===== config.mk =====
export PLATFORM = sky130hd
export DESIGN_NAME = null_data_script_push_counter
export DESIGN_NICKNAME = d
export VERILOG_FILES = /design/src/rtl/ndsp_pkg.sv /design/src/rtl/ndsp_parse.sv /design/src/rtl/ndsp_out_reg.sv /design/src/rtl/null_data_script_push_counter.sv
export SDC_FILE = /design/constraint.sdc
export NUM_CORES = 1
export LEC_CHECK = 0
export ABC_AREA = 1
export BUFFER_PORTS_ARGS = -buffer_cell sky130_fd_sc_hd__buf_2
export CORE_MARGIN = 2
export CORE_UTILIZATION = 67
export CTS_BUF_LIST = sky130_fd_sc_hd__clkbuf_16
export DETAILED_ROUTE_END_ITERATION = 8
export HOLD_SLACK_MARGIN = 0.15
export PLACE_DENSITY = 0.88
export SYNTH_ARGS = -nofsm -noshare
export SYNTH_HDL_FRONTEND = slang
export SYNTH_HIERARCHICAL = 1
export SYNTH_SLANG_ARGS = --single-unit

===== constraint.sdc =====
create_clock -name clk -period 6.2 [get_ports clk]
set_input_delay 1.24 -clock clk [delete_from_list [all_inputs] [get_ports clk]]
set_output_delay 1.24 -clock clk [all_outputs]
set_load 0.05 [all_outputs]

===== src/rtl/ndsp_pkg.sv =====
`default_nettype none

package ndsp_pkg;

    // Opcodes
    localparam logic [7:0] NULL_DATA_MARK = 8'h6a;
    localparam logic [7:0] LEN_PFX1       = 8'h4c;
    localparam logic [7:0] LEN_PFX2       = 8'h4d;
    localparam logic [7:0] LEN_PFX4       = 8'h4e;
    localparam logic [7:0] NO_DATA_LO     = 8'h4f;
    localparam logic [7:0] NO_DATA_HI     = 8'h60;

    localparam int COUNT_BITS_DEF = 16;
    localparam int OUT_COUNT_W    = 16;

    typedef enum logic [3:0] {
        PH_FIRST  = 4'b0001,
        PH_OPCODE = 4'b0010,
        PH_LEN    = 4'b0100,
        PH_DATA   = 4'b1000
    } phase_t;

    typedef struct packed {
        logic                   is_null_data;
        logic [OUT_COUNT_W-1:0] push_count;
    } result_t;

endpackage

`default_nettype wire


===== src/rtl/ndsp_parse.sv =====
`default_nettype none

module ndsp_parse #(
    parameter int COUNT_BITS = ndsp_pkg::COUNT_BITS_DEF
) (
    input  wire logic             clk,
    input  wire logic             rst_n,
    input  wire logic             step,
    input  wire logic [7:0]       script_byte,
    input  wire logic             last_byte,
    input  wire logic             empty_script,
    output ndsp_pkg::result_t     result
);

    ndsp_pkg::phase_t        phase_reg, phase_next, phase_upd;
    logic                    failed_reg, failed_next, failed_upd;
    logic [2:0]              len_left_reg, len_left_next, len_left_upd;
    logic [1:0]              len_idx_reg, len_idx_next, len_idx_upd;
    logic [31:0]             data_left_reg, data_left_next, data_left_upd;
    logic [COUNT_BITS-1:0]   count_reg, count_next, count_upd, count_inc;
    logic [ndsp_pkg::OUT_COUNT_W-1:0] count_out;
    logic [2:0]              len_dec;
    logic [31:0]             data_dec;
    logic [31:0]             data_or;
    logic                    ok;

    assign count_inc = (count_reg == '1) ? count_reg : count_reg + COUNT_BITS'(1);
    assign len_dec   = len_left_reg - 3'd1;
    assign data_dec  = data_left_reg - 32'd1;
    assign data_or   = data_left_reg | (32'(script_byte) << {len_idx_reg, 3'b000});

    // per-byte state update
    always_comb
    begin
        phase_upd     = phase_reg;
        failed_upd    = failed_reg;
        len_left_upd  = len_left_reg;
        len_idx_upd   = len_idx_reg;
        data_left_upd = data_left_reg;
        count_upd     = count_reg;
        if (!failed_reg)
        begin
            unique case (phase_reg)
                ndsp_pkg::PH_FIRST:
                begin
                    if (script_byte == ndsp_pkg::NULL_DATA_MARK)
                        phase_upd = ndsp_pkg::PH_OPCODE;
                    else
                        failed_upd = 1'b1;
                end
                ndsp_pkg::PH_OPCODE:
                begin
                    if (script_byte > ndsp_pkg::NO_DATA_HI)
                        failed_upd = 1'b1;
                    else if (script_byte < ndsp_pkg::LEN_PFX1)
                    begin
                        count_upd = count_inc;
                        if (script_byte != 8'd0)
                        begin
                            data_left_upd = 32'(script_byte);
                            phase_upd     = ndsp_pkg::PH_DATA;
                        end
                    end
                    else if (script_byte < ndsp_pkg::NO_DATA_LO)
                    begin
                        count_upd     = count_inc;
                        len_left_upd  = (script_byte == ndsp_pkg::LEN_PFX1) ? 3'd1 :
                                        (script_byte == ndsp_pkg::LEN_PFX2) ? 3'd2 : 3'd4;
                        len_idx_upd   = 2'd0;
                        data_left_upd = 32'd0;
                        phase_upd     = ndsp_pkg::PH_LEN;
                    end
                    else
                        count_upd = count_inc;
                end
                ndsp_pkg::PH_LEN:
                begin
                    data_left_upd = data_or;
                    len_idx_upd   = len_idx_reg + 2'd1;
                    len_left_upd  = len_dec;
                    if (len_dec == 3'd0)
                        phase_upd = (data_or != 32'd0) ? ndsp_pkg::PH_DATA
                                                       : ndsp_pkg::PH_OPCODE;
                end
                ndsp_pkg::PH_DATA:
                begin
                    data_left_upd = data_dec;
                    if (data_dec == 32'd0)
                        phase_upd = ndsp_pkg::PH_OPCODE;
                end
                default:
                    failed_upd = 1'b1;
            endcase
        end
    end

    generate
        if (COUNT_BITS > ndsp_pkg::OUT_COUNT_W)
        begin : g_sat
            assign count_out = (|count_upd[COUNT_BITS-1:ndsp_pkg::OUT_COUNT_W]) ?
                               '1 : count_upd[ndsp_pkg::OUT_COUNT_W-1:0];
        end
        else
        begin : g_ext
            assign count_out = ndsp_pkg::OUT_COUNT_W'(count_upd);
        end
    endgenerate

    assign ok = !failed_upd && (phase_upd == ndsp_pkg::PH_OPCODE);

    always_comb
    begin
        if (empty_script || !ok)
        begin
            result.is_null_data = 1'b0;
            result.push_count   = '0;
        end
        else
        begin
            result.is_null_data = 1'b1;
            result.push_count   = count_out;
        end
    end

    // script end or empty script returns to the idle state
    always_comb
    begin
        phase_next     = phase_reg;
        failed_next    = failed_reg;
        len_left_next  = len_left_reg;
        len_idx_next   = len_idx_reg;
        data_left_next = data_left_reg;
        count_next     = count_reg;
        if (step)
        begin
            if (empty_script || last_byte)
            begin
                phase_next     = ndsp_pkg::PH_FIRST;
                failed_next    = 1'b0;
                len_left_next  = 3'd0;
                len_idx_next   = 2'd0;
                data_left_next = 32'd0;
                count_next     = '0;
            end
            else
            begin
                phase_next     = phase_upd;
                failed_next    = failed_upd;
                len_left_next  = len_left_upd;
                len_idx_next   = len_idx_upd;
                data_left_next = data_left_upd;
                count_next     = count_upd;
            end
        end
    end

    always_ff @(posedge clk or negedge rst_n)
    begin
        if (!rst_n)
        begin
            phase_reg     <= ndsp_pkg::PH_FIRST;
            failed_reg    <= 1'b0;
            len_left_reg  <= 3'd0;
            len_idx_reg   <= 2'd0;
            data_left_reg <= 32'd0;
            count_reg     <= '0;
        end
        else
        begin
            phase_reg     <= phase_next;
            failed_reg    <= failed_next;
            len_left_reg  <= len_left_next;
            len_idx_reg   <= len_idx_next;
            data_left_reg <= data_left_next;
            count_reg     <= count_next;
        end
    end

endmodule

`default_nettype wire


===== src/rtl/ndsp_out_reg.sv =====
`default_nettype none

module ndsp_out_reg (
    input  wire logic              clk,
    input  wire logic              rst_n,
    input  wire logic              load,
    input  wire ndsp_pkg::result_t d,
    input  wire logic              out_ready,
    output logic                   out_valid,
    output ndsp_pkg::result_t      q
);

    logic              valid_reg, valid_next;
    ndsp_pkg::result_t data_reg;

    assign valid_next = load ? 1'b1 : (out_ready ? 1'b0 : valid_reg);

    always_ff @(posedge clk or negedge rst_n)
    begin
        if (!rst_n)
            valid_reg <= 1'b0;
        else
            valid_reg <= valid_next;
    end

    always_ff @(posedge clk)
    begin
        if (load)
            data_reg <= d;
    end

    assign out_valid = valid_reg;
    assign q         = data_reg;

endmodule

`default_nettype wire


===== src/rtl/null_data_script_push_counter.sv =====
// Null-data script push counter, one script byte per transfer.
// Path: a last byte is registered in the input register, then the parse logic
//   forms its result into the result register.
// Throughput: one byte per cycle; a script's end waits only while an unread result holds the output.
// Reset: rst_n asynchronous, active low; clears both registers' valid bits
//   and returns the parser to "expecting first byte".
`default_nettype none

module null_data_script_push_counter #(
    parameter int COUNT_BITS = ndsp_pkg::COUNT_BITS_DEF
) (
    input  wire logic        clk,
    input  wire logic        rst_n,
    // input channel
    input  wire logic        in_valid,
    output logic             in_ready,
    input  wire logic [7:0]  script_byte,
    input  wire logic        last_byte,
    input  wire logic        empty_script,
    // result channel
    output logic             out_valid,
    input  wire logic        out_ready,
    output logic             is_null_data,
    output logic [15:0]      push_count
);

    // Input register: one accepted transfer waiting for the parser.
    logic        s1_valid_reg, s1_valid_next;
    logic [7:0]  s1_byte_reg;
    logic        s1_last_reg;
    logic        s1_empty_reg;

    logic        in_accept;
    logic        s1_term;     // this byte ends a script, so it yields a result
    logic        hold;        // result register full and not draining
    logic        advance;     // parser consumes the input register this cycle
    logic        load_out;

    ndsp_pkg::result_t parse_res;
    ndsp_pkg::result_t out_res;

    assign s1_term   = s1_empty_reg || s1_last_reg;
    // Only bytes that produce a result wait on the output side; other
    // bytes keep flowing while a finished result is still pending.
    assign hold      = s1_valid_reg && s1_term && out_valid && !out_ready;
    assign advance   = s1_valid_reg && !hold;
    assign load_out  = advance && s1_term;
    assign in_ready  = !hold;
    assign in_accept = in_valid && in_ready;

    assign s1_valid_next = in_accept ? 1'b1 : (advance ? 1'b0 : s1_valid_reg);

    always_ff @(posedge clk or negedge rst_n)
    begin
        if (!rst_n)
            s1_valid_reg <= 1'b0;
        else
            s1_valid_reg <= s1_valid_next;
    end

    always_ff @(posedge clk)
    begin
        if (in_accept)
        begin
            s1_byte_reg  <= script_byte;
            s1_last_reg  <= last_byte;
            s1_empty_reg <= empty_script;
        end
    end

    // Parse state and per-byte next-state logic; result formed combinationally.
    ndsp_parse #(
        .COUNT_BITS (COUNT_BITS)
    ) u_parse (
        .clk          (clk),
        .rst_n        (rst_n),
        .step         (advance),
        .script_byte  (s1_byte_reg),
        .last_byte    (s1_last_reg),
        .empty_script (s1_empty_reg),
        .result       (parse_res)
    );

    // Result register decouples the output handshake from the parser.
    ndsp_out_reg u_out (
        .clk       (clk),
        .rst_n     (rst_n),
        .load      (load_out),
        .d         (parse_res),
        .out_ready (out_ready),
        .out_valid (out_valid),
        .q         (out_res)
    );

    assign is_null_data = out_res.is_null_data;
    assign push_count   = out_res.push_count;

`ifndef SYNTH
    // A byte not consumed stays put in the input register.
    a_s1_hold: assert property (@(posedge clk) disable iff (!rst_n)
        s1_valid_reg && !advance |=> s1_valid_reg && $stable(s1_byte_reg)
            && $stable(s1_last_reg) && $stable(s1_empty_reg))
        else $error("input register changed while stalled");

    // Failed scripts report a zero count.
    a_zero_count: assert property (@(posedge clk) disable iff (!rst_n)
        out_valid && !is_null_data |-> push_count == 16'd0)
        else $error("nonzero count on non-null-data result");

    // With the result register empty the block always takes input.
    a_ready_when_empty: assert property (@(posedge clk) disable iff (!rst_n)
        !out_valid |-> in_ready)
        else $error("input stalled with empty result register");

    // A loaded result is shown on the next cycle.
    a_load_shows: assert property (@(posedge clk) disable iff (!rst_n)
        load_out |=> out_valid)
        else $error("loaded result not presented");
`endif

endmodule

`default_nettype wire


==> results.md <==
* Clock sink count at 87
* Clk_lat worst skew at 340 ps
* Yosys reg bits at 87
* Worst path cell trace: buf_2 > inv_1 > nand3_1 > nor2_1 > nor2_1 > buf_4 > o21ai_0 > nor2_2 > buf_4 > inv_2 > nor2_4 > inv_2 > o22ai_1
* Initial DRC count at 719
* Largest cells by area after synthesis: dfrtp_1 (24%), edfxtp_1 (13%), nand2_1 (11%), nor2_1 (7.9%), inv_1 (7.1%)
* Largest net degree at the start of global routing at 61
* Crit path DAT at 3360 ps
* CP bufs+invs at 6
* Port Buffers at 32
* Critical path class: input port to flip-flop
* Slew @ Worst Pin at 800 ps
* Antenna Nets Post-Route at 0
* Synth area leader: dfrtp_1
* GP Congestion at 1.05
* First-pass GRT wire length at 29.3 mm
* WL per Instance at 18.4 um
* Total of max-cap violations at 0
* PD cells at 291 nW/um^2
* VDD IR max at 0.000273 V
* Cells after synthesis at 840
* Slew headroom at 0.467
* F_max at 0.321 GHz
* Period minus WS final at 3110 ps
* Period utilization at 0.502
* Largest register FFs at 32
* Share of the synthesized area in the top cell type at 0.244
* Syn Area/Cell at 7.19 um^2
* Count of standard-cell rows at 34
* Routed wire length at 17.9 mm
* TNS Setup at 0 ps
* HP Class: flip-flop to flip-flop
* GRT Residual Overflow at 0
* CTS buffer count at 9
* Post_cts resized at 0
* Register area share after synthesis at 0.383
* Initial Util at 0.693
* CP peak stage delay at 360 ps
* Slowest CP cell: buf_4
* Die area at 9790 um^2
* Req. time, crit path at 6450 ps
* Mapped cell area at 6040 um^2
* Final setup vio count at 0
* CTS root buf: clkbuf_16
* P_leak at 3.03 nW
* Post-CTS Setup Repair Bufs at 0
* Die Ht at 99.0 um
* Max-slew violations at 0
* Via count at 6109
* Hold-fix buffers, CTS at 0
* I/O Pins at 33
* Design Power at 0.00190 W
* DR pass1 iterations at 6
* Core Area at 8720 um^2
* Hold Vio Cnt, Final at 0
* Initial antenna violation count at 0
* Crit. End Element: flip-flop
* RSZ-0062 raised after global routing: false
* Detailed Place HPWL at 13.0 mm
* Clock transition at path regs at 60 ps
* Post-synth EDFFs at 27
* Final nets at 882
* Outcome: finished, final reports clean
* Async set or reset register ratio after synthesis at 0.690
* N_diodes at 0
* Top delay family on crit path: buffers and inverters
* Main synth FF type: dfrtp_1
* Clock skew at 8.63 ps
* H-tree levels at 3
* Synth cell types at 44
* CTS tree: done
* Number of global-route vias before repair at 5918
* Total track usage at 0.380
* Die W at 99.0 um
* Synthesis-to-layout area growth at 8.26%
* Synth warn at 6
* Via/cell ratio at 6.26
* Layout cells sized above 1 at 0.118
* Syn_nets at 859
* # DRC at 0
* CP Max Fanout at 34
* Startpoint types: input port
* CTS max path bufs at 2
synthesized netlist by cell type, types with 2 or more instances:
cell,n
nor3_2,8
a21oi_1,12
nand2_4,5
a31oi_1,2
nor3_1,16
o31ai_1,5
nor2_4,7
inv_1,114
inv_2,6
o22ai_1,52
clkbuf_1,13
nand2_2,6
nor2_2,14
xor2_1,16
nor2_1,127
nor4_1,2
a221oi_1,5
buf_2,7
o21ai_1,8
o21ai_0,36
ha_1,5
nor3b_1,2
dfrtp_1,59
nand4_1,15
o211ai_1,2
a22oi_1,18
edfxtp_1,27
nand2_1,177
o21ai_2,2
buf_6,2
nand3_1,57
routing by layer:
layer / vias to the layer above / routed length (um) / global-route usage
met1: 2785 / 6800 / 0.484
met2: 390 / 8520 / 0.628
li1: 2845 / - / -
met5: - / 0 / 0
met3: 89 / 1670 / 0.0574
met4: 0 / 918 / 0.197
worst min-delay path, delay by kind of cell (launching register included):
kind	cells	cell delay (ps)
AO/OA/AOI/OAI	1	50
flip-flops	1	360
AND/OR/NAND/NOR	1	60
stage by stage:
stage	cells	hold WS [ps]	area [um^2]	utilization	worst slack, ps
3_3_place_gp	960	489	6250	0.717	2900
6_report	976	507	6540	0.750	3090
2_1_floorplan	840	472	6040	-	3460
3_5_place_dp	960	501	6250	0.717	2830
5_1_grt	976	538	6540	0.750	2860
4_1_cts	976	515	6540	0.750	3160
final timing paths:
path / startpoint / endpoint / slack, ps / depth (start not counted)
worst max-delay path: out_ready / u_parse/data_left_reg[30]$_DFFE_PN0P_ / 3090 / 13
max in group asynchronous: rst_n / u_parse/count_reg[2]$_DFFE_PN0P_ / 4600 / 2
worst min register to register: u_parse/len_left_reg[2]$_DFFE_PN0P_ / u_parse/len_left_reg[2]$_DFFE_PN0P_ / 510 / 2
worst max register to register: u_parse/len_idx_reg[0]$_DFFE_PN0P_ / u_out/q[15]$_DFFE_PP_ / 3180 / 14
min in group asynchronous: rst_n / u_parse/len_left_reg[1]$_DFFE_PN0P_ / 1080 / 2
worst min-delay path: u_parse/len_left_reg[2]$_DFFE_PN0P_ / u_parse/len_left_reg[2]$_DFFE_PN0P_ / 510 / 2
cell type report:
| type | instances | area [um^2] |
|---|---|---|
| clock inverter | 7 | 66.3 |
| multi-input combinational | 610 | 3170 |
| sequential | 87 | 2310 |
| fill | 652 | 2180 |
| tap | 108 | 135 |
| inverter | 120 | 450 |
| timing repair buffer | 35 | 183 |
| clock buffer | 9 | 225 |
cell usage in the layout, fill, tap and decap left out, types with 18 or more instances in the layout:
| cell | instances |
|---|---|
| buf_2 | 32 |
| nor2_1 | 127 |
| o22ai_1 | 52 |
| nand2_1 | 177 |
| a22oi_1 | 18 |
| edfxtp_1 | 27 |
| inv_1 | 115 |
| nand3_1 | 57 |
| dfrtp_1 | 59 |
| o21ai_0 | 36 |
power by group:
group | internal, W | total [W] | switching (W) | leakage [nW]
registers | 0.000627 | 0.000671 | 0.0000438 | 1.09
logic | 0.000187 | 0.000694 | 0.000507 | 1.80
clock network | 0.000310 | 0.000539 | 0.000229 | 0.142
total | 0.00112 | 0.00190 | 0.000780 | 3.03
logic make-up (layout without fill, tap and decap cells):
| group | after synthesis | in the layout | share of synthesized area |
|---|---|---|---|
| AOI/OAI and AO/OA | 145 | 145 | 0.148 |
| xor gates and xnor gates | 17 | 17 | 0.0246 |
| adders and majority gates | 5 | 5 | 0.0104 |
| buffers and inverters | 143 | 171 | 0.0928 |
| DFF | 87 | 87 | 0.383 |
| and+or+nand+nor | 443 | 443 | 0.342 |
(Power assumes the default switching activity.)
